==> src/sv/rmlw_pkg.sv <==
`default_nettype none

package rmlw_pkg;

    // request actions
    localparam logic [1:0] ACT_TRYLOCK = 2'd0;
    localparam logic [1:0] ACT_LOCK    = 2'd1;
    localparam logic [1:0] ACT_UNLOCK  = 2'd2;

    typedef enum logic [2:0] {
        ST_GRANTED   = 3'd0,
        ST_BUSY      = 3'd1,
        ST_QUEUED    = 3'd2,
        ST_NOT_OWNER = 3'd3,
        ST_FULL      = 3'd4,
        ST_SATURATED = 3'd5
    } t_status;

    // waiter stack control, lock core to stack
    typedef struct packed {
        logic push;
        logic pop;
    } t_stk_ctl;

    // waiter stack flags, stack to lock core
    typedef struct packed {
        logic empty;
        logic full;
    } t_stk_flags;

endpackage

`default_nettype wire

==> src/sv/rmlw_req_if.sv <==
`default_nettype none

interface rmlw_req_if;
    logic       valid;
    logic       ready;
    logic [1:0] action;
    logic [7:0] thread_id;

    modport source (output valid, output action, output thread_id, input ready);
    modport sink   (input valid, input action, input thread_id, output ready);
endinterface

`default_nettype wire

==> src/sv/rmlw_rsp_if.sv <==
`default_nettype none

interface rmlw_rsp_if;
    logic              valid;
    logic              ready;
    rmlw_pkg::t_status status;
    logic              wake_valid;
    logic [7:0]        wake_thread;

    modport source (output valid, output status, output wake_valid, output wake_thread,
                    input ready);
    modport sink   (input valid, input status, input wake_valid, input wake_thread,
                    output ready);
endinterface

`default_nettype wire

==> src/sv/rmlw_stack.sv <==
`default_nettype none

module rmlw_stack #(
    parameter int ID_BITS    = 8,
    parameter int WAIT_DEPTH = 16
) (
    input  wire                    i_clk,
    input  wire                    i_rst_n,
    input  rmlw_pkg::t_stk_ctl     i_ctl,
    input  wire  [ID_BITS-1:0]     i_data,
    output rmlw_pkg::t_stk_flags   o_flags,
    output logic [ID_BITS-1:0]     o_top
);

    localparam int CNT_W = $clog2(WAIT_DEPTH + 1);
    localparam int IDX_W = $clog2(WAIT_DEPTH);

    logic [ID_BITS-1:0] r_mem [WAIT_DEPTH];
    logic [CNT_W-1:0]   r_count;
    logic [CNT_W-1:0]   n_count;
    logic [CNT_W-1:0]   n_below;
    logic [ID_BITS-1:0] r_top;
    logic [ID_BITS-1:0] r_next;

    assign o_flags.empty = (r_count == '0);
    assign o_flags.full  = (r_count == CNT_W'(WAIT_DEPTH));
    assign o_top         = r_top;

    always_comb begin
        n_count = r_count;
        if (i_ctl.push) begin
            n_count = r_count + CNT_W'(1);
        end else if (i_ctl.pop) begin
            n_count = r_count - CNT_W'(1);
        end
        n_below = n_count - CNT_W'(2);
    end

    always_ff @(posedge i_clk) begin
        if (!i_rst_n) begin
            r_count <= '0;
        end else begin
            r_count <= n_count;
        end
    end

    // entry below the top is prefetched so a pop can refill the top next cycle;
    // the write of a push never hits the prefetch address
    always_ff @(posedge i_clk) begin
        if (i_ctl.push) begin
            r_mem[r_count[IDX_W-1:0]] <= i_data;
        end
        if (n_count >= CNT_W'(2)) begin
            r_next <= r_mem[n_below[IDX_W-1:0]];
        end
        if (i_ctl.push) begin
            r_top <= i_data;
        end else if (i_ctl.pop) begin
            r_top <= r_next;
        end
    end

    a_push_room: assert property (@(posedge i_clk) disable iff (!i_rst_n)
        i_ctl.push |-> !o_flags.full)
        else $error("push into full waiter stack");

    a_pop_data: assert property (@(posedge i_clk) disable iff (!i_rst_n)
        i_ctl.pop |-> !o_flags.empty)
        else $error("pop from empty waiter stack");

    a_exclusive: assert property (@(posedge i_clk) disable iff (!i_rst_n)
        !(i_ctl.push && i_ctl.pop))
        else $error("push and pop in one cycle");

    a_count_step: assert property (@(posedge i_clk) disable iff (!i_rst_n)
        i_ctl.push |=> (r_count == $past(r_count) + CNT_W'(1)))
        else $error("count did not advance on push");

endmodule

`default_nettype wire

==> src/sv/recursive_mutex_lifo_waiters_top.sv <==
// Channel | Dir | Payload                                | Transaction
// i_req   | in  | action[1:0], thread_id[7:0]            | valid && ready
// o_rsp   | out | status[2:0], wake_valid, wake_thread   | valid && ready
//
// One request per cycle; each result appears in the output register in the cycle
// after its request is taken, set by the single owner/count/stack-top update.
// i_req.ready is high while the output register is empty or being drained.
// A stalled result holds the output register and stops further requests.
// Reset clears owner, hold count, waiter count and output valid; stack
// entries stay unwritten until pushed.
`default_nettype none

module recursive_mutex_lifo_waiters_top #(
    parameter int ID_BITS    = 8,
    parameter int COUNT_BITS = 16,
    parameter int WAIT_DEPTH = 16
) (
    input  wire         i_clk,
    input  wire         i_rst_n,
    rmlw_req_if.sink    i_req,
    rmlw_rsp_if.source  o_rsp
);

    localparam logic [COUNT_BITS-1:0] COUNT_MAX = {COUNT_BITS{1'b1}};

    logic [ID_BITS-1:0]     r_owner;
    logic [ID_BITS-1:0]     n_owner;
    logic [COUNT_BITS-1:0]  r_hold;
    logic [COUNT_BITS-1:0]  n_hold;
    logic                   r_valid;
    rmlw_pkg::t_status      r_status;
    rmlw_pkg::t_status      n_status;
    logic                   r_wake_valid;
    logic                   n_wake_valid;
    logic [7:0]             r_wake_thread;
    logic [7:0]             n_wake_thread;

    logic                   accept;
    logic [ID_BITS-1:0]     tid;
    logic                   is_owner;
    logic                   is_free;
    rmlw_pkg::t_stk_ctl     stk_ctl;
    rmlw_pkg::t_stk_flags   stk_flags;
    logic [ID_BITS-1:0]     stk_top;

    assign i_req.ready = !r_valid || o_rsp.ready;
    assign accept      = i_req.valid && i_req.ready;
    assign tid         = ID_BITS'(i_req.thread_id);
    assign is_owner    = (r_owner == tid);
    assign is_free     = (r_owner == '0);

    always_comb begin
        n_owner       = r_owner;
        n_hold        = r_hold;
        n_status      = rmlw_pkg::ST_BUSY;
        n_wake_valid  = 1'b0;
        n_wake_thread = '0;
        stk_ctl       = '0;
        case (i_req.action)
            rmlw_pkg::ACT_TRYLOCK, rmlw_pkg::ACT_LOCK: begin
                if (tid == '0) begin
                    n_status = rmlw_pkg::ST_BUSY;
                end else if (is_owner) begin
                    if (r_hold == COUNT_MAX) begin
                        n_status = rmlw_pkg::ST_SATURATED;
                    end else begin
                        n_hold   = r_hold + COUNT_BITS'(1);
                        n_status = rmlw_pkg::ST_GRANTED;
                    end
                end else if (is_free) begin
                    n_owner  = tid;
                    n_hold   = COUNT_BITS'(1);
                    n_status = rmlw_pkg::ST_GRANTED;
                end else if (i_req.action == rmlw_pkg::ACT_TRYLOCK) begin
                    n_status = rmlw_pkg::ST_BUSY;
                end else if (stk_flags.full) begin
                    n_status = rmlw_pkg::ST_FULL;
                end else begin
                    stk_ctl.push = accept;
                    n_status     = rmlw_pkg::ST_QUEUED;
                end
            end
            rmlw_pkg::ACT_UNLOCK: begin
                if (is_free || !is_owner) begin
                    n_status = rmlw_pkg::ST_NOT_OWNER;
                end else if (r_hold > COUNT_BITS'(1)) begin
                    n_hold   = r_hold - COUNT_BITS'(1);
                    n_status = rmlw_pkg::ST_GRANTED;
                end else if (!stk_flags.empty) begin
                    // hand the lock to the newest waiter
                    stk_ctl.pop   = accept;
                    n_owner       = stk_top;
                    n_hold        = COUNT_BITS'(1);
                    n_status      = rmlw_pkg::ST_GRANTED;
                    n_wake_valid  = 1'b1;
                    n_wake_thread = 8'(stk_top);
                end else begin
                    n_owner  = '0;
                    n_hold   = '0;
                    n_status = rmlw_pkg::ST_GRANTED;
                end
            end
            default: begin
                n_status = rmlw_pkg::ST_BUSY;
            end
        endcase
    end

    always_ff @(posedge i_clk) begin
        if (!i_rst_n) begin
            r_owner <= '0;
            r_hold  <= '0;
            r_valid <= 1'b0;
        end else begin
            if (accept) begin
                r_owner <= n_owner;
                r_hold  <= n_hold;
                r_valid <= 1'b1;
            end else if (o_rsp.ready) begin
                r_valid <= 1'b0;
            end
        end
    end

    always_ff @(posedge i_clk) begin
        if (accept) begin
            r_status      <= n_status;
            r_wake_valid  <= n_wake_valid;
            r_wake_thread <= n_wake_thread;
        end
    end

    assign o_rsp.valid       = r_valid;
    assign o_rsp.status      = r_status;
    assign o_rsp.wake_valid  = r_wake_valid;
    assign o_rsp.wake_thread = r_wake_thread;

    rmlw_stack #(
        .ID_BITS    (ID_BITS),
        .WAIT_DEPTH (WAIT_DEPTH)
    ) u_stack (
        .i_clk   (i_clk),
        .i_rst_n (i_rst_n),
        .i_ctl   (stk_ctl),
        .i_data  (tid),
        .o_flags (stk_flags),
        .o_top   (stk_top)
    );

    a_wake_granted: assert property (@(posedge i_clk) disable iff (!i_rst_n)
        (o_rsp.valid && o_rsp.wake_valid) |-> (o_rsp.status == rmlw_pkg::ST_GRANTED))
        else $error("wakeup without grant");

    a_free_no_hold: assert property (@(posedge i_clk) disable iff (!i_rst_n)
        (r_owner == '0) == (r_hold == '0))
        else $error("owner and hold count disagree");

    a_wait_needs_owner: assert property (@(posedge i_clk) disable iff (!i_rst_n)
        stk_ctl.push |=> (r_owner != '0))
        else $error("waiter queued on a free lock");

endmodule

`default_nettype wire

==> src/flat_wrapper.sv <==
// flat-port wrapper written by rule: the top's interface ports become plain ports
module recursive_mutex_lifo_waiters_top_flat 
#(
    parameter int ID_BITS    = 8,
    parameter int COUNT_BITS = 16,
    parameter int WAIT_DEPTH = 16
)
  (i_clk, i_rst_n, i_req_valid, i_req_action, i_req_thread_id, i_req_ready, o_rsp_valid, o_rsp_status, o_rsp_wake_valid, o_rsp_wake_thread, o_rsp_ready);
  rmlw_req_if i_req_i ();
  rmlw_rsp_if o_rsp_i ();
  input  wire i_clk;
  input  wire i_rst_n;
  input wire logic [$bits(i_req_i.valid)-1:0] i_req_valid;
  input wire logic [$bits(i_req_i.action)-1:0] i_req_action;
  input wire logic [$bits(i_req_i.thread_id)-1:0] i_req_thread_id;
  output wire logic [$bits(i_req_i.ready)-1:0] i_req_ready;
  output wire logic [$bits(o_rsp_i.valid)-1:0] o_rsp_valid;
  output wire logic [$bits(o_rsp_i.status)-1:0] o_rsp_status;
  output wire logic [$bits(o_rsp_i.wake_valid)-1:0] o_rsp_wake_valid;
  output wire logic [$bits(o_rsp_i.wake_thread)-1:0] o_rsp_wake_thread;
  input wire logic [$bits(o_rsp_i.ready)-1:0] o_rsp_ready;
  assign i_req_i.valid = i_req_valid;
  assign i_req_i.action = i_req_action;
  assign i_req_i.thread_id = i_req_thread_id;
  assign i_req_ready = i_req_i.ready;
  assign o_rsp_valid = o_rsp_i.valid;
  assign o_rsp_status = o_rsp_i.status;
  assign o_rsp_wake_valid = o_rsp_i.wake_valid;
  assign o_rsp_wake_thread = o_rsp_i.wake_thread;
  assign o_rsp_i.ready = o_rsp_ready;
  recursive_mutex_lifo_waiters_top #(.ID_BITS(ID_BITS), .COUNT_BITS(COUNT_BITS), .WAIT_DEPTH(WAIT_DEPTH)) u_core (.i_clk(i_clk), .i_rst_n(i_rst_n), .i_req(i_req_i), .o_rsp(o_rsp_i));
endmodule
==> config.mk <==
export PLATFORM = sky130hd
export DESIGN_NAME = recursive_mutex_lifo_waiters_top_flat
export DESIGN_NICKNAME = d
export VERILOG_FILES = /design/src/sv/rmlw_pkg.sv /design/src/sv/rmlw_req_if.sv /design/src/sv/rmlw_rsp_if.sv /design/src/sv/rmlw_stack.sv /design/src/sv/recursive_mutex_lifo_waiters_top.sv /design/src/flat_wrapper.sv
export SDC_FILE = /design/constraint.sdc
export NUM_CORES = 1
export LEC_CHECK = 0
export BUFFER_PORTS_ARGS = -buffer_cell sky130_fd_sc_hd__buf_2
export CELL_PAD_IN_SITES_DETAIL_PLACEMENT = 1
export CELL_PAD_IN_SITES_GLOBAL_PLACEMENT = 1
export CORE_MARGIN = 10
export CORE_UTILIZATION = 50
export CTS_CLUSTER_DIAMETER = 50
export DETAILED_ROUTE_END_ITERATION = 8
export GPL_TIMING_DRIVEN = 0
export HOLD_SLACK_MARGIN = 0.03
export PLACE_DENSITY = 0.75
export SYNTH_ARGS = -nofsm -noshare
export SYNTH_HDL_FRONTEND = slang
export SYNTH_SLANG_ARGS = --single-unit
==> constraint.sdc <==
create_clock -name i_clk -period 5.4 [get_ports i_clk]
set_input_delay 0.27 -clock i_clk [delete_from_list [all_inputs] [get_ports i_clk]]
set_output_delay 0.27 -clock i_clk [all_outputs]
set_load 0.02 [all_outputs]
# Word level (Yosys, flattened, before mapping)
# Memories as Yosys holds them, arrays and structs flattened. A register that Yosys moved wholly into a read port is not among the register bits.
# Cells that the tools add are included.
dict set report word_totals {
  reg_bits 50
  word_cells 87
  mem_bits_rw 128
  n_memories 1
}
# name depth word_bits rd rd_clocked_by_memory_dff write_ports line_no
set memory_table {}
lappend memory_table {u_core.u_stack.r_mem 16 8 1 1 1 rmlw_stack.sv:18} ;# logic [ID_BITS-1:0] r_mem [WAIT_DEPTH];
dict set report classes {
  reduce_logical 16
  n_eq_ne 12
  add_sub_neg 5
  n_bitwise 1
  n_mux 42
  order_cmp 2
}
# cell count
set op_table {}
lappend op_table {{$mux 16} 6}
lappend op_table {{$mux 8} 8}
lappend op_table {{$pmux 16 s2} 1}
lappend op_table {{$mux 3} 6}
lappend op_table {{$add 16x1->16 const B} 1}
lappend op_table {{$eq 16x16->1 const B} 1}
lappend op_table {{$gt 16x1->1 const B} 1}
lappend op_table {{$logic_not 8->1} 2}
lappend op_table {{$mux 1} 16}
lappend op_table {{$pmux 8 s2} 1}
lappend op_table {{$sub 16x1->16 const B} 1}
lappend op_table {{$mux 5} 2}
lappend op_table {{$eq 8x8->1} 1}
lappend op_table {{$ne 2x2->1 const B} 4}
lappend op_table {{$reduce_and 7->1} 1}
lappend op_table {{$pmux 3 s2} 1}
lappend op_table {{$reduce_and 6->1} 1}
lappend op_table {{$reduce_bool 2->1} 3}
lappend op_table {{$add 5x1->5 const B} 1}
lappend op_table {{$eq 5x5->1 const B} 1}
lappend op_table {{$ge 5x2->1 const B} 1}
lappend op_table {{$logic_not 5->1} 1}
lappend op_table {{$sub 5x1->5 const B} 1}
lappend op_table {{$sub 4x2->4 const B} 1}
lappend op_table {{other kinds (13)} 15}

# Longest topological paths before layout
# Gate-level depths: netlist (run 1).
dict set report depth {
  depth_word 11
  depth_mapped 17
  mapped_depth_nobuf 15
}

# By module
# Synthesis (run 1) repeated with hierarchy kept, for this count alone.
dict set report unflattened {
  hier_cells 666
  hier_area_um2 8763.4
}
# mod area_per_inst_um2 cells_per_inst n_inst
set by_module_without_submodules {}
lappend by_module_without_submodules {rmlw_stack 6088.3 369 1}
lappend by_module_without_submodules {recursive_mutex_lifo_waiters_top 2675.1 297 1}

# Least setup slack after synthesis (run 1)
# OpenSTA, ideal clock, no wires.
dict set report synth_path {
  kind {register to register}
  startpoint {reg u_core.r_valid, in the netlist u_core.o_rsp.valid}
  endpoint {reg u_core.u_stack.r_next[0], read port of u_core.u_stack.r_mem (data pin)}
  t_required_ns 5.260
  path_buffers 2
  setup_slack_ns 1.590
  setup_ns 0.140
  path_stages_with_launch 16
  t_arrival_ns 3.671
  path_cell_list {dfxtp_1 nand2b_1 nand2_1 inv_1 and4_1 nand2_1 a211oi_1 or2_1 buf_4 buf_2 ha_1 nand2_1 a211o_1 a21oi_1 o211ai_1 nand4_1}
}
dict set report synth_via {
  elab_chain_cells 11
}
# element line_no
set synth_lines {}
lappend synth_lines {{start, declared} recursive_mutex_lifo_waiters_top.sv:30} ;# logic r_valid;
lappend synth_lines {{start signal, assigned} recursive_mutex_lifo_waiters_top.sv:113} ;# r_valid <= 1'b0;
lappend synth_lines {{start signal, assigned} recursive_mutex_lifo_waiters_top.sv:118} ;# r_valid <= 1'b1;
lappend synth_lines {{start signal, assigned} recursive_mutex_lifo_waiters_top.sv:120} ;# r_valid <= 1'b0;
lappend synth_lines {{$logic_not 1->1 *} recursive_mutex_lifo_waiters_top.sv:46} ;# assign i_req.ready = !r_valid || o_rsp.ready;
lappend synth_lines {{$logic_or 1x1->1 *} recursive_mutex_lifo_waiters_top.sv:46}
lappend synth_lines {{via i_req_ready} flat_wrapper.sv:16} ;# output wire logic [$bits(i_req_i.ready)-1:0] i_req_ready;
lappend synth_lines {{$logic_and 1x1->1 *} recursive_mutex_lifo_waiters_top.sv:47} ;# assign accept = i_req.valid && i_req.ready;
lappend synth_lines {{via u_core.accept} recursive_mutex_lifo_waiters_top.sv:38} ;# logic accept;
lappend synth_lines {{$mux 1} recursive_mutex_lifo_waiters_top.sv:76} ;# end else if (stk_flags.full) begin
lappend synth_lines {{$mux 1} recursive_mutex_lifo_waiters_top.sv:74} ;# end else if (i_req.action == rmlw_pkg::ACT_TRYLOCK) begin
lappend synth_lines {{$mux 1} recursive_mutex_lifo_waiters_top.sv:70} ;# end else if (is_free) begin
lappend synth_lines {{$mux 1} recursive_mutex_lifo_waiters_top.sv:63} ;# end else if (is_owner) begin
lappend synth_lines {{$mux 1} recursive_mutex_lifo_waiters_top.sv:61} ;# if (tid == '0) begin
lappend synth_lines {{$mux 1} recursive_mutex_lifo_waiters_top.sv:59} ;# case (i_req.action)
lappend synth_lines {{$mux 5 *} rmlw_stack.sv:31} ;# if (i_ctl.push) begin
lappend synth_lines {{$sub 4x2->4 or $ge 5x2->1 (tied branches)} {rmlw_stack.sv:36, rmlw_stack.sv:53}}
lappend synth_lines {{end, declared} rmlw_stack.sv:23} ;# logic [ID_BITS-1:0] r_next;
# The timed path passes the listed nets; every way through them passes the cells marked *.
# A chain may end at the register's enable or synchronous reset.

# Worst setup path in the final report (run 1)
dict set report layout_path {
  startpoint {reg u_core.u_stack.r_count[0]}
  endpoint {reg u_core.u_stack.r_next[3], read port of u_core.u_stack.r_mem (data pin)}
}
dict set report layout_via {
  elab_chain_cells 9
}
# element line_no
set layout_lines {}
lappend layout_lines {{start, declared} rmlw_stack.sv:19} ;# logic [CNT_W-1:0] r_count;
lappend layout_lines {{start signal, assigned} rmlw_stack.sv:43} ;# r_count <= n_count;
lappend layout_lines {{$eq 5x5->1} rmlw_stack.sv:26} ;# assign o_flags.full = (r_count == CNT_W'(WAIT_DEPTH));
lappend layout_lines {{$mux 1} recursive_mutex_lifo_waiters_top.sv:76}
lappend layout_lines {{$mux 1} recursive_mutex_lifo_waiters_top.sv:74}
lappend layout_lines {{$mux 1} recursive_mutex_lifo_waiters_top.sv:70}
lappend layout_lines {{$mux 1} recursive_mutex_lifo_waiters_top.sv:63}
lappend layout_lines {{$mux 1} recursive_mutex_lifo_waiters_top.sv:61}
lappend layout_lines {{$mux 1} recursive_mutex_lifo_waiters_top.sv:59}
lappend layout_lines {{$mux 5 *} rmlw_stack.sv:31}
lappend layout_lines {{$sub 4x2->4 or $ge 5x2->1 (tied branches)} {rmlw_stack.sv:36, rmlw_stack.sv:53}}
# Every way passes the cells marked *; elsewhere a longest branch is shown, timed or not.

==> metrics.md, run 1 <==
| Metric | Value |
|---|---|
| Status | finished, final reports clean |
| Clock latency on the worst-skew pair | 450 ps |
| Cell variety after synth | 66 |
| Worst slack, placed | 167.5 ps |
| Peak VDD IR | 0.3437 mV |
| Synth Register Bits | 186 |
| # diodes | 0 |
| Crit end category | register |
| Ys Warns | 0 |
| CTS tree | built |
| Syn avg cell area | 11.81 sq um |
| FMAX | 196.7 MHz |
| Final instance area | 0.009996 sq mm |
| Number of port buffers | 26 |
| Clock share of power | 30.2% |
| Seq pwr share | 38.3% |
| Setup Crit Path Kind | register to register |
| Fill cells | 1813 |
| Cells after synthesis | 757 |
| GRT Util Overall | 22.05% |
| Initial DRC Count | 470 |
| Largest net degree at the start of global routing | 21 |
| First-pass GRT wire length | 41410 um |
| Post-synth ARST share | 0% |
| I/O pin count | 28 |
| Power Internal | 2.932 mW |
| Row count | 48 |
| Wire length per cell | 25.07 um |
| ANT nets after route | 0 |
| Final setup vio count | 0 |
| Slew Viols, Final | 0 |
| Synth Net Count | 780 |
| Slew @ Worst Pin | 1168 ps |
| EDFF count, synth | 156 |
| Max Cap Viol | 0 |
| WP data required | 5680 ps |
| Hold buffer count at CTS | 0 |
| Startpoint Class | register |
| Crit share post-route | 94.15% |
| NetSw | 1.606 mW |
| Initial Util | 51.35% |
| H-tree levels | 4 |
| Hold Violations, Final | 0 |
| Fraction of the yosys area taken by sequential cells | 59.09% |
| Hpwl dp | 18040 um |
| Die X | 153.7 um |
| Gr ovfl total | 0 |
| Critical-path maximum fanout | 10 |
| TNS Setup | 0 ps |
| Initial antenna violation count | 0 |
| P_leak | 3.426 nW |
| Root Driver | clkbuf_16 |
| Final wirelength | 26050 um |
| Routed via count | 6722 |
| Area Growth Syn to Fin | 11.77% |
| Clock transition at path regs | 70 ps |
| Slew HR | 21.56% |
| Die outline area | 0.02364 sq mm |
| Core area | 0.01742 sq mm |
| Drt pass-1 iters | 5 |
| Combinational Power Share | 31.5% |
| Mean number of vias per cell | 6.470 |
| Total CTS buffers | 17 |
| PwrDens | 454.0 mW/mm^2 |
| Worst hold path type | primary input to register |
| Sw Ratio | 35.40% |
| Final Net Count | 825 |
| Max Root-Sink Buffers | 2 |
| Setup ws final | 316.1 ps |
| DRC errors left | 0 |
| RSZ-0062 raised after global routing | false |
| Placed Instance Area | 0.009355 sq mm |
| Clock sinks | 186 |
| Die height | 153.7 um |
| Vias in the first global route | 7155 |
| Clock Skew | 15.85 ps |
| Ys flop type | edfxtp_1 |
| Arr. time, crit path | 5370 ps |
| Layout cells sized above 1 | 14.50% |
| Final GP Congestion | 0.9231 |
| Min Tclk post-route | 5084 ps |
| Synthesized cell area | 0.008944 sq mm |
state kept, by name, indices dropped and copies added, names as in the netlist:
register,count
u_core.o_rsp.wake_thread,8
u_core.u_stack.o_top,8
u_core.o_rsp.wake_valid,1
u_core.o_rsp.valid,1
u_core.u_stack.r_count,5
u_core.u_stack.r_next,8
u_core.r_hold,16
u_core.r_owner,8
u_core.o_rsp.status,3
u_core.u_stack.r_mem,128
logic make-up (layout without fill, tap and decap cells):
logic type | count (synthesis) | in the layout | share of synthesized area (%)
AND/OR/NAND/NOR | 209 | 209 | 11.84
AO/OA/AOI/OAI | 207 | 207 | 17.63
flip-flops | 186 | 186 | 59.09
buffers and inverters | 101 | 158 | 4.882
multiplexers | 32 | 32 | 4.029
XOR/XNOR | 13 | 13 | 1.273
adder cells (fa/ha/maj) | 9 | 9 | 1.259
per-stage QoR:
step / power [mW] / util [%] / hold slack [ps] / instances
global route: 4.736 / 57.39 / 92.15 / 1039
CTS: 4.518 / 57.36 / 79.36 / 1039
finish: 4.538 / 57.39 / 89.39 / 1039
global placement: 3.083 / 53.71 / 498.8 / 1008
detailed placement: 3.150 / 53.71 / 520.5 / 1008
floorplan: 2.680 / - / 368.9 / 757
worst max-delay path, cell delays in order, from the launching register on:
cell and delay (ps):
dfxtp_1 500, inv_1 160, ha_1 280, nand3_1 160, and4_1 340, nand2_1 280
a211oi_1 760, or2_1 190, buf_4 140, buf_2 230, ha_1 260, nand2b_1 150
a22oi_1 100, nor3_1 740, o211ai_1 380, nand4_1 250
cell usage after synthesis (17+ instances only):
cell | n | area [sq um]
clkbuf_1 | 34 | 127.6
o211ai_1 | 34 | 255.2
o2111ai_1 | 33 | 289.0
o221ai_1 | 31 | 271.5
nor2_1 | 55 | 206.5
dfxtp_1 | 30 | 600.6
inv_1 | 48 | 180.2
mux2_2 | 28 | 315.3
o21ai_0 | 17 | 85.08
nand2_1 | 53 | 198.9
edfxtp_1 | 156 | 4684
a21oi_1 | 23 | 115.1
layout make-up:
| class | count | area, sq um | area share (%) |
|---|---|---|---|
| multi-input cells | 470 | 3227 | 32.28 |
| inverters | 48 | 180.2 | 1.802 |
| plain buffers | 53 | 256.5 | 2.566 |
| clock buffers | 17 | 425.4 | 4.256 |
| flip-flops and latches | 186 | 5285 | 52.87 |
| clock inverters | 14 | 210.2 | 2.103 |
| repair buffers | 26 | 130.1 | 1.302 |
| well taps | 225 | 281.5 | 2.816 |
final timing paths:
kind | from | to | slack (ps) | cells past startpoint
worst max register to register | u_core.u_stack.r_count[0] | u_core.u_stack.r_next[3] | 320 | 15
worst max-delay path | u_core.u_stack.r_count[0] | u_core.u_stack.r_next[3] | 320 | 15
worst min-delay path | i_req_valid | u_core.o_rsp.valid | 90 | 3
worst min register to register | u_core.o_rsp.valid | u_core.o_rsp.valid | 540 | 2
timing repair:
action | in CTS | in global routing
buffers inserted | 0 | 0
resized for setup | 0 | 1
endpoints found under the setup margin | 0 | 7
endpoints found under the hold margin | 0 | 0
power by group through the flow:
stage	Clock (mW)	Sequential, mW	Combinational, mW
2_1_floorplan	0	1.76	0.921
3_3_place_gp	0	1.76	1.32
3_5_place_dp	0	1.77	1.38
4_1_cts	1.38	1.74	1.40
5_1_grt	1.45	1.74	1.55
6_report	1.37	1.74	1.43
placed cells by master, fill, tap and decap left out, types with 13 or more instances in the layout:
| cell type | count |
|---|---|
| a211oi_1 | 15 |
| a21oi_1 | 23 |
| a22oi_1 | 13 |
| and3_1 | 16 |
| buf_2 | 36 |
| clkbuf_1 | 34 |
| clkbuf_16 | 17 |
| dfxtp_1 | 30 |
| edfxtp_1 | 156 |
| inv_1 | 48 |
| mux2_2 | 28 |
| nand2_1 | 53 |
| nand4_1 | 16 |
| nor2_1 | 55 |
| o2111ai_1 | 33 |
| o211ai_1 | 34 |
| o21ai_0 | 17 |
| o221ai_1 | 31 |
metal layers:
metal  share of wire [%]  vias up  global-route usage [%]
met2                  50      222                   37.57
li1                    -     3045                       -
met3                 5.0       65                   4.351
met1                  40     3390                   26.33
met4                 4.1        0                   10.17
met5                   0        -                       0
No activity file was read; power rests on OpenSTA's default activity.
==> run 2, diff against run 1 <==
--- a/config.mk
+++ b/config.mk
@@ -9,12 +9,13 @@
 export CELL_PAD_IN_SITES_DETAIL_PLACEMENT = 1
 export CELL_PAD_IN_SITES_GLOBAL_PLACEMENT = 1
 export CORE_MARGIN = 10
-export CORE_UTILIZATION = 50
+export CORE_UTILIZATION = 47
 export CTS_CLUSTER_DIAMETER = 50
 export DETAILED_ROUTE_END_ITERATION = 8
 export GPL_TIMING_DRIVEN = 0
 export HOLD_SLACK_MARGIN = 0.03
-export PLACE_DENSITY = 0.75
+export PLACE_DENSITY = 0.73
 export SYNTH_ARGS = -nofsm -noshare
 export SYNTH_HDL_FRONTEND = slang
+export SYNTH_HIERARCHICAL = 1
 export SYNTH_SLANG_ARGS = --single-unit
==> constraint.sdc (replaced) <==
create_clock -name i_clk -period 4.1 [get_ports i_clk]
set_input_delay 0.205 -clock i_clk [delete_from_list [all_inputs] [get_ports i_clk]]
set_output_delay 0.205 -clock i_clk [all_outputs]
set_load 0.02 [all_outputs]
==> run 2 against run 1 <==
Effect of this change:
- wire length shrank 8.6%
- flip-flop and latch count stayed put
- core utilization down 2.4 points
- final cell count shrank 7.8%
- clock power up 23%
- register-to-register slack got worse by 130 ps
- via count decreased by 12%
- maximum frequency up 30%
- first-iteration DRC count is 5.7% higher
- sequential share of layout area rose by 0.12 points
- clock skew decreased by 3.4 ps
- setup slack lost 130 ps
- critical endpoint is now u_core/u_stack/r_next[7]
==> metrics.md, run 2 <==
| Metric | Value |
|---|---|
| Post-Synth Adder-Cell Area | 1.285% (was 1.259%) |
| TNS Setup | 0 ps (unchanged) |
| Most frequent cells in the layout | edfxtp_1 (156), nand2_1 (77), mux2i_1 (56) (was edfxtp_1 (156), nor2_1 (55), nand2_1 (53)) |
| Initial antenna violation count | 0 (unchanged) |
| Slew Viols, Final | 0 (unchanged) |
| Ys Warns | 6 (was 0) |
| Setup ws final | 190.6 ps (was 316.1 ps) |
| Root Driver | clkbuf_16 (unchanged) |
| CTS tree | built (unchanged) |
| Final Non-Filler Cells | 958 (was 1039) |
| Setup Crit Path Kind | register to register (unchanged) |
| Final instance area | 0.009977 sq mm (was 0.009996 sq mm) |
| Placed instance count | 922 (was 1008) |
| Critical-path maximum fanout | 9 (was 10) |
| Slew @ Worst Pin | 911.3 ps (was 1168 ps) |
| Worst path slowest cell | or4_4 (was a211oi_1) |
| H-tree levels | 4 (unchanged) |
| Synthesized cell area | 0.008763 sq mm (was 0.008944 sq mm) |
| Worst slack, placed | -1074 ps (was 167.5 ps) |
| Arr. time, crit path | 4080 ps (was 5370 ps) |
| First-pass GRT wire length | 36980 um (was 41410 um) |
| DRC errors left | 0 (unchanged) |
| Cells after synthesis | 666 (was 757) |
| Post-Synth XOR/XNOR Area | 2.056% (was 1.273%) |
| Post-synth ARST share | 0% (unchanged) |
| Final GP Congestion | 0.8810 (was 0.9231) |
| FMAX | 255.8 MHz (was 196.7 MHz) |
| Fraction of the yosys area taken by sequential cells | 60.31% (was 59.09%) |
| EDFF count, synth | 156 (unchanged) |
| Total CTS buffers | 17 (unchanged) |
| Core area | 0.01815 sq mm (was 0.01742 sq mm) |
| Post-layout util | 54.98% (was 57.39%) |
| Flip-flop count of the largest register after layout | 128 (unchanged) |
| Wire length per cell | 24.86 um (was 25.07 um) |
| Min Tclk post-route | 3909 ps (was 5084 ps) |
| Clock Skew | 12.44 ps (was 15.85 ps) |
| Initial DRC Count | 497 (was 470) |
| Routed via count | 5946 (was 6722) |
| Hold Violations, Final | 0 (unchanged) |
| Layout cells sized above 1 | 20.30% (was 14.50%) |
| Compound-gate portion of the synthesized area | 9.138% (was 17.63%) |
| Largest family of logic cells by synthesized area | simple AND/OR/NAND/NOR gates (was compound AO/OA/AOI/OAI gates) |
| Syn avg cell area | 13.16 sq um (was 11.81 sq um) |
| Cell variety after synth | 73 (was 66) |
| Crit share post-route | 95.35% (was 94.15%) |
| Synth Net Count | 689 (was 780) |
| Slowest stage delay, CP | 580 ps (was 760 ps) |
| Mux share of post-synthesis cell area | 9.609% (was 4.029%) |
| Gr ovfl total | 0 (unchanged) |
| # diodes | 0 (unchanged) |
| Vias in the first global route | 6378 (was 7155) |
| Mean number of vias per cell | 6.207 (was 6.470) |
| Initial Util | 48.29% (was 51.35%) |
| Slew HR | 39.02% (was 21.56%) |
| Final setup vio count | 0 (unchanged) |
| RSZ-0062 raised after global routing | true (was false) |
| PwrDens | 417.3 mW/mm^2 (was 454.0 mW/mm^2) |
| Die outline area | 0.02451 sq mm (was 0.02364 sq mm) |
| Worst hold path type | primary input to register (unchanged) |
| Tot Pwr | 4.164 mW (was 4.538 mW) |
| I/O pin count | 28 (unchanged) |
| Final wirelength | 23810 um (was 26050 um) |
| Row count | 49 (was 48) |
| Hpwl dp | 15880 um (was 18040 um) |
| Die X | 156.6 um (was 153.7 um) |
| P_leak | 3.783 nW (was 3.426 nW) |
| Top cell type's share of synthesized area | 53.46% (was 52.38%) |
| Clock latency on the worst-skew pair | 430 ps (was 450 ps) |
| Max Root-Sink Buffers | 2 (unchanged) |
| Top cells by count, synth | edfxtp_1 (156), nand2_1 (77), mux2i_1 (56), nor2_1 (34), dfxtp_1 (30) (was edfxtp_1 (156), nor2_1 (55), nand2_1 (53), inv_1 (48)) |
| ANT nets after route | 0 (unchanged) |
| Post-synth top area cell | edfxtp_1 (unchanged) |
| Startpoint Class | register (unchanged) |
| WHS | 92.53 ps (was 89.39 ps) |
| Commonest non-fill, non-tap cell in the layout | edfxtp_1 (unchanged) |
| Largest net degree at the start of global routing | 21 (unchanged) |
| Drt pass-1 iters | 6 (was 5) |
| Crit end category | register (unchanged) |
| Die height | 156.6 um (was 153.7 um) |
| Ys flop type | edfxtp_1 (unchanged) |
| WP data required | 4270 ps (was 5680 ps) |
| Status | finished, final reports clean (unchanged) |
| GRT Util Overall | 19.80% (was 22.05%) |
| Clock transition at path regs | 80 ps (was 70 ps) |
| Max Cap Viol | 0 (unchanged) |
| Placed Instance Area | 0.009201 sq mm (was 0.009355 sq mm) |
| Final Net Count | 739 (was 825) |
| Simple-gate portion of the synthesized area | 14.33% (was 11.84%) |
| Area Growth Syn to Fin | 13.85% (was 11.77%) |
| Synth area leaders | edfxtp_1 (53%), dfxtp_1 (6.9%), mux2i_1 (6.4%), nand2_1 (3.3%), mux4_2 (2.1%) (was edfxtp_1 (52%), dfxtp_1 (6.7%), mux2_2 (3.5%), o2111ai_1 (3.2%), o221ai_1 (3.0%)) |
| Peak VDD IR | 0.3082 mV (was 0.3437 mV) |
| Clock sinks | 186 (unchanged) |
| Crit-path cells | or4_4 -> nand4b_1 -> or3_4 -> nor4_4 -> and2_4 -> nor2_1 -> o31ai_4 -> inv_4 -> ha_4 -> inv_8 -> nor2_4 -> a32oi_1 -> nand4_1 -> o21ai_1 (was inv_1 -> ha_1 -> nand3_1 -> and4_1 -> nand2_1 -> a211oi_1 -> or2_1 -> buf_4 -> buf_2 -> ha_1 -> nand2b_1 -> a22oi_1 -> nor3_1 -> o211ai_1 -> nand4_1) |
| Synth Register Bits | 186 (unchanged) |
| Number of port buffers | 27 (was 26) |
| Top-count cell post-synth | edfxtp_1 (unchanged) |
-- run 2: cell types whose count changed after synthesis, sizes merged, moves of 18 or more --
cell	previous run	this run
inv	48	9
o2111ai	33	0
nand2	53	77
nor2	55	37
mux2i	0	56
mux2	32	9
o211ai	34	0
o221ai	32	0
-- run 2: worst max-delay path, delay by kind of cell, from the launching register on --
family                     cells  cell delay, ps
AOI/OAI and AO/OA              3             570
adders and majority gates      1             370
and+or+nand+nor                8            2090
DFF                            1             370
buffers and inverters          2             220
-- run 2: logic make-up after synthesis --
kind of cell               count (synthesis)
DFF                                      186
muxes                                     73
adders and majority gates                  9
AOI/OAI and AO/OA                        101
buffers and inverters                     45
and+or+nand+nor                          234
xor gates and xnor gates                  18
-- run 2: report_power, final --
| group | switching (mW) | internal, mW | leakage, nW | total, mW |
|---|---|---|---|---|
| Sequential | 0.0157 | 2.06 | 1.66 | 2.08 |
| Clock | 0.762 | 0.921 | 0.287 | 1.68 |
| Combinational | 0.257 | 0.146 | 1.84 | 0.402 |
-- run 2: final timing paths --
path,to,slack [ps],depth (start not counted),from
setup reg to reg,u_core/u_stack/r_next[7],190,14,u_core/r_hold[9]
setup / recovery,u_core/u_stack/r_next[7],190,14,u_core/r_hold[9]
hold / removal,u_core/o_rsp.valid,90,3,o_rsp_ready
hold reg to reg,u_core/o_rsp.valid,520,2,u_core/o_rsp.valid
-- run 2: metal layers --
layer  GRT usage, %  part of all wire [%]  vias up
met3          3.235                   4.3       46
met1          25.30                    43     3061
met2          33.16                    50      181
met5              0                     0        -
li1               -                     -     2658
met4          7.506                   2.5        0
-- run 2: repair_timing --
item,in CTS,in global routing
hold buffers,1,0
endpoints found under the hold margin,1,0
setup endpoints to repair,24,24
pin swaps,4,3
buffers inserted,4,1
resized for setup,17,12
-- run 2: cell type report --
| cell class | instances | area [sq um] |
|---|---|---|
| fill | 1807 | 8170 |
| sequential | 186 | 5288 |
| multi-input combinational | 435 | 3306 |
| clock buffer | 17 | 425.4 |
| tap | 229 | 286.5 |
| buffer | 32 | 245.2 |
| timing repair buffer | 33 | 195.2 |
| clock inverter | 15 | 180.2 |
| inverter | 11 | 51.30 |
==> run 3, diff against run 2 <==
--- a/config.mk
+++ b/config.mk
@@ -5,16 +5,18 @@
 export SDC_FILE = /design/constraint.sdc
 export NUM_CORES = 1
 export LEC_CHECK = 0
+export ABC_AREA = 1
 export BUFFER_PORTS_ARGS = -buffer_cell sky130_fd_sc_hd__buf_2
 export CELL_PAD_IN_SITES_DETAIL_PLACEMENT = 1
 export CELL_PAD_IN_SITES_GLOBAL_PLACEMENT = 1
 export CORE_MARGIN = 10
-export CORE_UTILIZATION = 47
+export CORE_UTILIZATION = 44
 export CTS_CLUSTER_DIAMETER = 50
 export DETAILED_ROUTE_END_ITERATION = 8
 export GPL_TIMING_DRIVEN = 0
 export HOLD_SLACK_MARGIN = 0.03
-export PLACE_DENSITY = 0.73
+export MAX_ROUTING_LAYER = met4
+export PLACE_DENSITY = 0.74
 export SYNTH_ARGS = -nofsm -noshare
 export SYNTH_HDL_FRONTEND = slang
 export SYNTH_HIERARCHICAL = 1
==> run 3 against run 2 <==
Effect of this change:
- clock skew decreased by 2.9 ps
- non-clock buffer count increased by 1
- combinational power increased by 74%
- setup slack improved by 38 ps
- area after synthesis increased by 8.1%
- global-route usage increased by 0.51 points
- first-iteration DRC count decreased by 7.0%
- largest power group unchanged
==> metrics.md, run 3 <==
| Metric | Value |
|---|---|
| Gr ovfl total | 0 (unchanged) |
| Mux share of post-synthesis cell area | 0% (was 9.609%) |
| FMAX | 258.3 MHz (was 255.8 MHz) |
| Final setup vio count | 0 (unchanged) |
| Slew Viols, Final | 0 (unchanged) |
| Critical hold path startpoint | o_rsp_ready (unchanged) |
| Fraction of the yosys area taken by sequential cells | 55.78% (was 60.31%) |
| Vias in the first global route | 7540 (was 6378) |
| Initial antenna violation count | 0 (unchanged) |
| Worst Hold Depth | 4 (was 3) |
| Status | finished, final reports clean (unchanged) |
| Top-count cell post-synth | nand2_1 (was edfxtp_1) |
| Ys Warns | 6 (unchanged) |
| Tot Pwr | 4.516 mW (was 4.164 mW) |
| Min Tclk post-route | 3871 ps (was 3909 ps) |
| Clock latency on the worst-skew pair | 430 ps (about the same) |
| Synth Register Bits | 186 (unchanged) |
| WP data required | 4290 ps (was 4270 ps) |
| Critical-path maximum fanout | 10 (was 9) |
| Slew @ Worst Pin | 1038 ps (was 911.3 ps) |
| Row count | 53 (was 49) |
| Startpoint Class | register (unchanged) |
| Synth Net Count | 1112 (was 689) |
| Clock Skew | 9.566 ps (was 12.44 ps) |
| Top cells by count, synth | nand2_1 (243), nand3_1 (186), inv_1 (170), edfxtp_1 (156), nor2_1 (113) (was edfxtp_1 (156), nand2_1 (77), mux2i_1 (56), nor2_1 (34), dfxtp_1 (30)) |
| Initial Util | 44.93% (was 48.29%) |
| WHS | 107.9 ps (was 92.53 ps) |
| Ys flop type | edfxtp_1 (unchanged) |
| Arr. time, crit path | 4060 ps (was 4080 ps) |
| Post-Synth Adder-Cell Area | 1.188% (was 1.285%) |
| Peak VDD IR | 0.2889 mV (was 0.3082 mV) |
| CTS tree | built (unchanged) |
| Drt pass-1 iters | 6 (unchanged) |
| Top cell type's share of synthesized area | 49.44% (was 53.46%) |
| Placed instance count | 1391 (was 922) |
| Setup ws final | 228.7 ps (was 190.6 ps) |
| Compound-gate portion of the synthesized area | 2.879% (was 9.138%) |
| Largest net degree at the start of global routing | 22 (was 21) |
| Mean number of vias per cell | 5.325 (was 6.207) |
| Clock sinks | 186 (unchanged) |
| Fill cells | 2479 (was 1807) |
| Die X | 166.7 um (was 156.6 um) |
| Hold buffer count at CTS | 0 (was 1) |
| Layout cells sized above 1 | 11.09% (was 20.30%) |
| Synthesized cell area | 0.009475 sq mm (was 0.008763 sq mm) |
| Routed via count | 7561 (was 5946) |
| Worst-case reg-to-reg path depth | 20 (was 14) |
| DRC errors left | 0 (unchanged) |
| Cells after synthesis | 1089 (was 666) |
| Simple-gate portion of the synthesized area | 28.48% (was 14.33%) |
| ANT nets after route | 0 (unchanged) |
| Die outline area | 0.02780 sq mm (was 0.02451 sq mm) |
| Initial DRC Count | 462 (was 497) |
| Post-CTS setup buffer count | 0 (was 4) |
| P_leak | 4.591 nW (was 3.783 nW) |
| Wire length per cell | 19.61 um (was 24.86 um) |
| RSZ-0062 raised after global routing | false (was true) |
| PwrDens | 427.1 mW/mm^2 (was 417.3 mW/mm^2) |
| Number of port buffers | 27 (unchanged) |
| Final Net Count | 1157 (was 739) |
| Root Driver | clkbuf_16 (unchanged) |
| Total CTS buffers | 17 (unchanged) |
| H-tree levels | 4 (unchanged) |
| RR Startpoint | u_core/u_stack/r_count[0] (was u_core/r_hold[9]) |
| Core area | 0.02109 sq mm (was 0.01815 sq mm) |
| I/O pin count | 28 (unchanged) |
| EDFF count, synth | 156 (unchanged) |
| Syn avg cell area | 8.701 sq um (was 13.16 sq um) |
| Max Root-Sink Buffers | 2 (unchanged) |
| Most frequent cells in the layout | nand2_1 (242), nand3_1 (186), inv_1 (168) (was edfxtp_1 (156), nand2_1 (77), mux2i_1 (56)) |
| Hpwl dp | 19530 um (was 15880 um) |
| Post-Synth XOR/XNOR Area | 2.126% (was 2.056%) |
| # diodes | 0 (unchanged) |
| Die height | 166.7 um (was 156.6 um) |
| Commonest non-fill, non-tap cell in the layout | nand2_1 (was edfxtp_1) |
| Post-layout util | 50.14% (was 54.98%) |
| Clock transition at path regs | 70 ps (was 80 ps) |
| Crit end category | register (unchanged) |
| Crit share post-route | 94.42% (was 95.35%) |
| Largest family of logic cells by synthesized area | simple AND/OR/NAND/NOR gates (unchanged) |
| R2R Setup Slk | 230 ps (was 190 ps) |
| Slew HR | 30.53% (was 39.02%) |
| Worst hold path type | primary input to register (unchanged) |
| Synth area leaders | edfxtp_1 (49%), nand3_1 (9.8%), nand2_1 (9.6%), inv_1 (6.7%), dfxtp_1 (6.3%) (was edfxtp_1 (53%), dfxtp_1 (6.9%), mux2i_1 (6.4%), nand2_1 (3.3%), mux4_2 (2.1%)) |
| Hold Violations, Final | 0 (unchanged) |
| Worst r2r dst | u_core/u_stack/r_next[6] (was u_core/u_stack/r_next[7]) |
| Cell variety after synth | 38 (was 73) |
| Post-synth top area cell | edfxtp_1 (unchanged) |
| Final GP Congestion | 0.9041 (was 0.8810) |
| Area Growth Syn to Fin | 11.59% (was 13.85%) |
| Max Cap Viol | 0 (unchanged) |
| GRT Util Overall | 20.31% (was 19.80%) |
| Hold Path Sink | u_core/o_rsp.valid (unchanged) |
| Final Non-Filler Cells | 1420 (was 958) |
| Post-synth ARST share | 0% (unchanged) |
| Worst slack, placed | -899.5 ps (was -1074 ps) |
| Flip-flop count of the largest register after layout | 128 (unchanged) |
| First-pass GRT wire length | 43300 um (was 36980 um) |
| Final wirelength | 27850 um (was 23810 um) |
| Setup Crit Path Kind | register to register (unchanged) |
[run 3: cell count changes in the layout (fill, tap and decap cells not counted), sizes merged, moves of 11 or more]
cell / previous run / this run
buf: 46 / 57
mux2i: 56 / 0
nand3: 21 / 189
inv: 16 / 181
nand2: 77 / 250
nand3b: 0 / 17
o311ai: 11 / 0
nor2: 37 / 124
and2: 22 / 1
[run 3: timing repair]
item,CTS,global route
setup endpoints to repair,16,16
gates resized for setup,9,6
cloned,0,0
[run 3: area by class of cell]
cell class	count	area (sq um)	share of cell area [%]
plain buffers	39	234.0	2.213
clock buffers	17	425.4	4.023
clock inverters	13	160.2	1.515
inverters	179	685.7	6.484
multi-input cells	684	3303	31.24
flip-flops and latches	186	5286	49.99
well taps	275	344.1	3.254
repair buffers	27	135.1	1.278
[run 3: cells by family (layout without fill, tap and decap cells)]
logic type      count (synthesis)  count (layout)
compound gates                 52              52
simple gates                  600             600
buf+inv                       219             275
fa+ha+maj                       9               9
flops                         186             186
xor+xnor                       23              23
[run 3: worst max path at each step]
stage,from,to,slack (ps),cells past startpoint
final,u_core/u_stack/r_count[0],u_core/u_stack/r_next[6],230,20
after global routing,u_core/u_stack/r_count[0],u_core/u_stack/r_next[2],2,20
after CTS,u_core/u_stack/r_count[0],u_core/u_stack/r_next[7],40,21
after detailed placement,i_req_thread_id[4],u_core/u_stack/r_next[3],-900,22
after global placement,i_req_thread_id[5],u_core/u_stack/r_next[3],-900,22
after floorplan,u_core/u_stack/r_count[0],u_core/u_stack/r_next[5],500,22
[run 3: power by group]
| group | leakage [nW] | internal (mW) | total, mW | switching [mW] |
|---|---|---|---|---|
| Combinational | 2.64 | 0.209 | 0.698 | 0.489 |
| Clock | 0.287 | 0.912 | 1.68 | 0.763 |
| Sequential | 1.66 | 2.11 | 2.14 | 0.0370 |
| Total | 4.59 | 3.23 | 4.52 | 1.29 |
[run 3: critical path: stages, from the launching register on]
cell and delay [ps]:
dfxtp_2 420, inv_1 140, ha_1 240, nand3_1 150
nor2_2 100, inv_1 60, nand4_1 130, nor2_2 170
bufinv_8 220, nor2_4 150, inv_1 100, nand2_1 90
nand2_1 60, nand2_1 60, nand2_2 140, buf_4 230
ha_2 450, clkbuf_2 300, nand3_1 200, nand3_1 130
nand2_1 60
[run 3: metrics by stage]
stage	instance area [sq um]	TNS (ps)
2_1_floorplan	9475	0
3_3_place_gp	9955	-7533
3_5_place_dp	9955	-8188
5_1_grt	10570	0
4_1_cts	10550	0
6_report	10570	0
[run 3: layer usage]
metal / track usage [%] / up-vias / wire length (um)
met1: 26.97 / 3776 / 13260
met3: 2.659 / 30 / 1108
li1: - / 3620 / -
met4: 5.651 / 0 / 463
met2: 32.04 / 135 / 13020
met5: - / - / 0
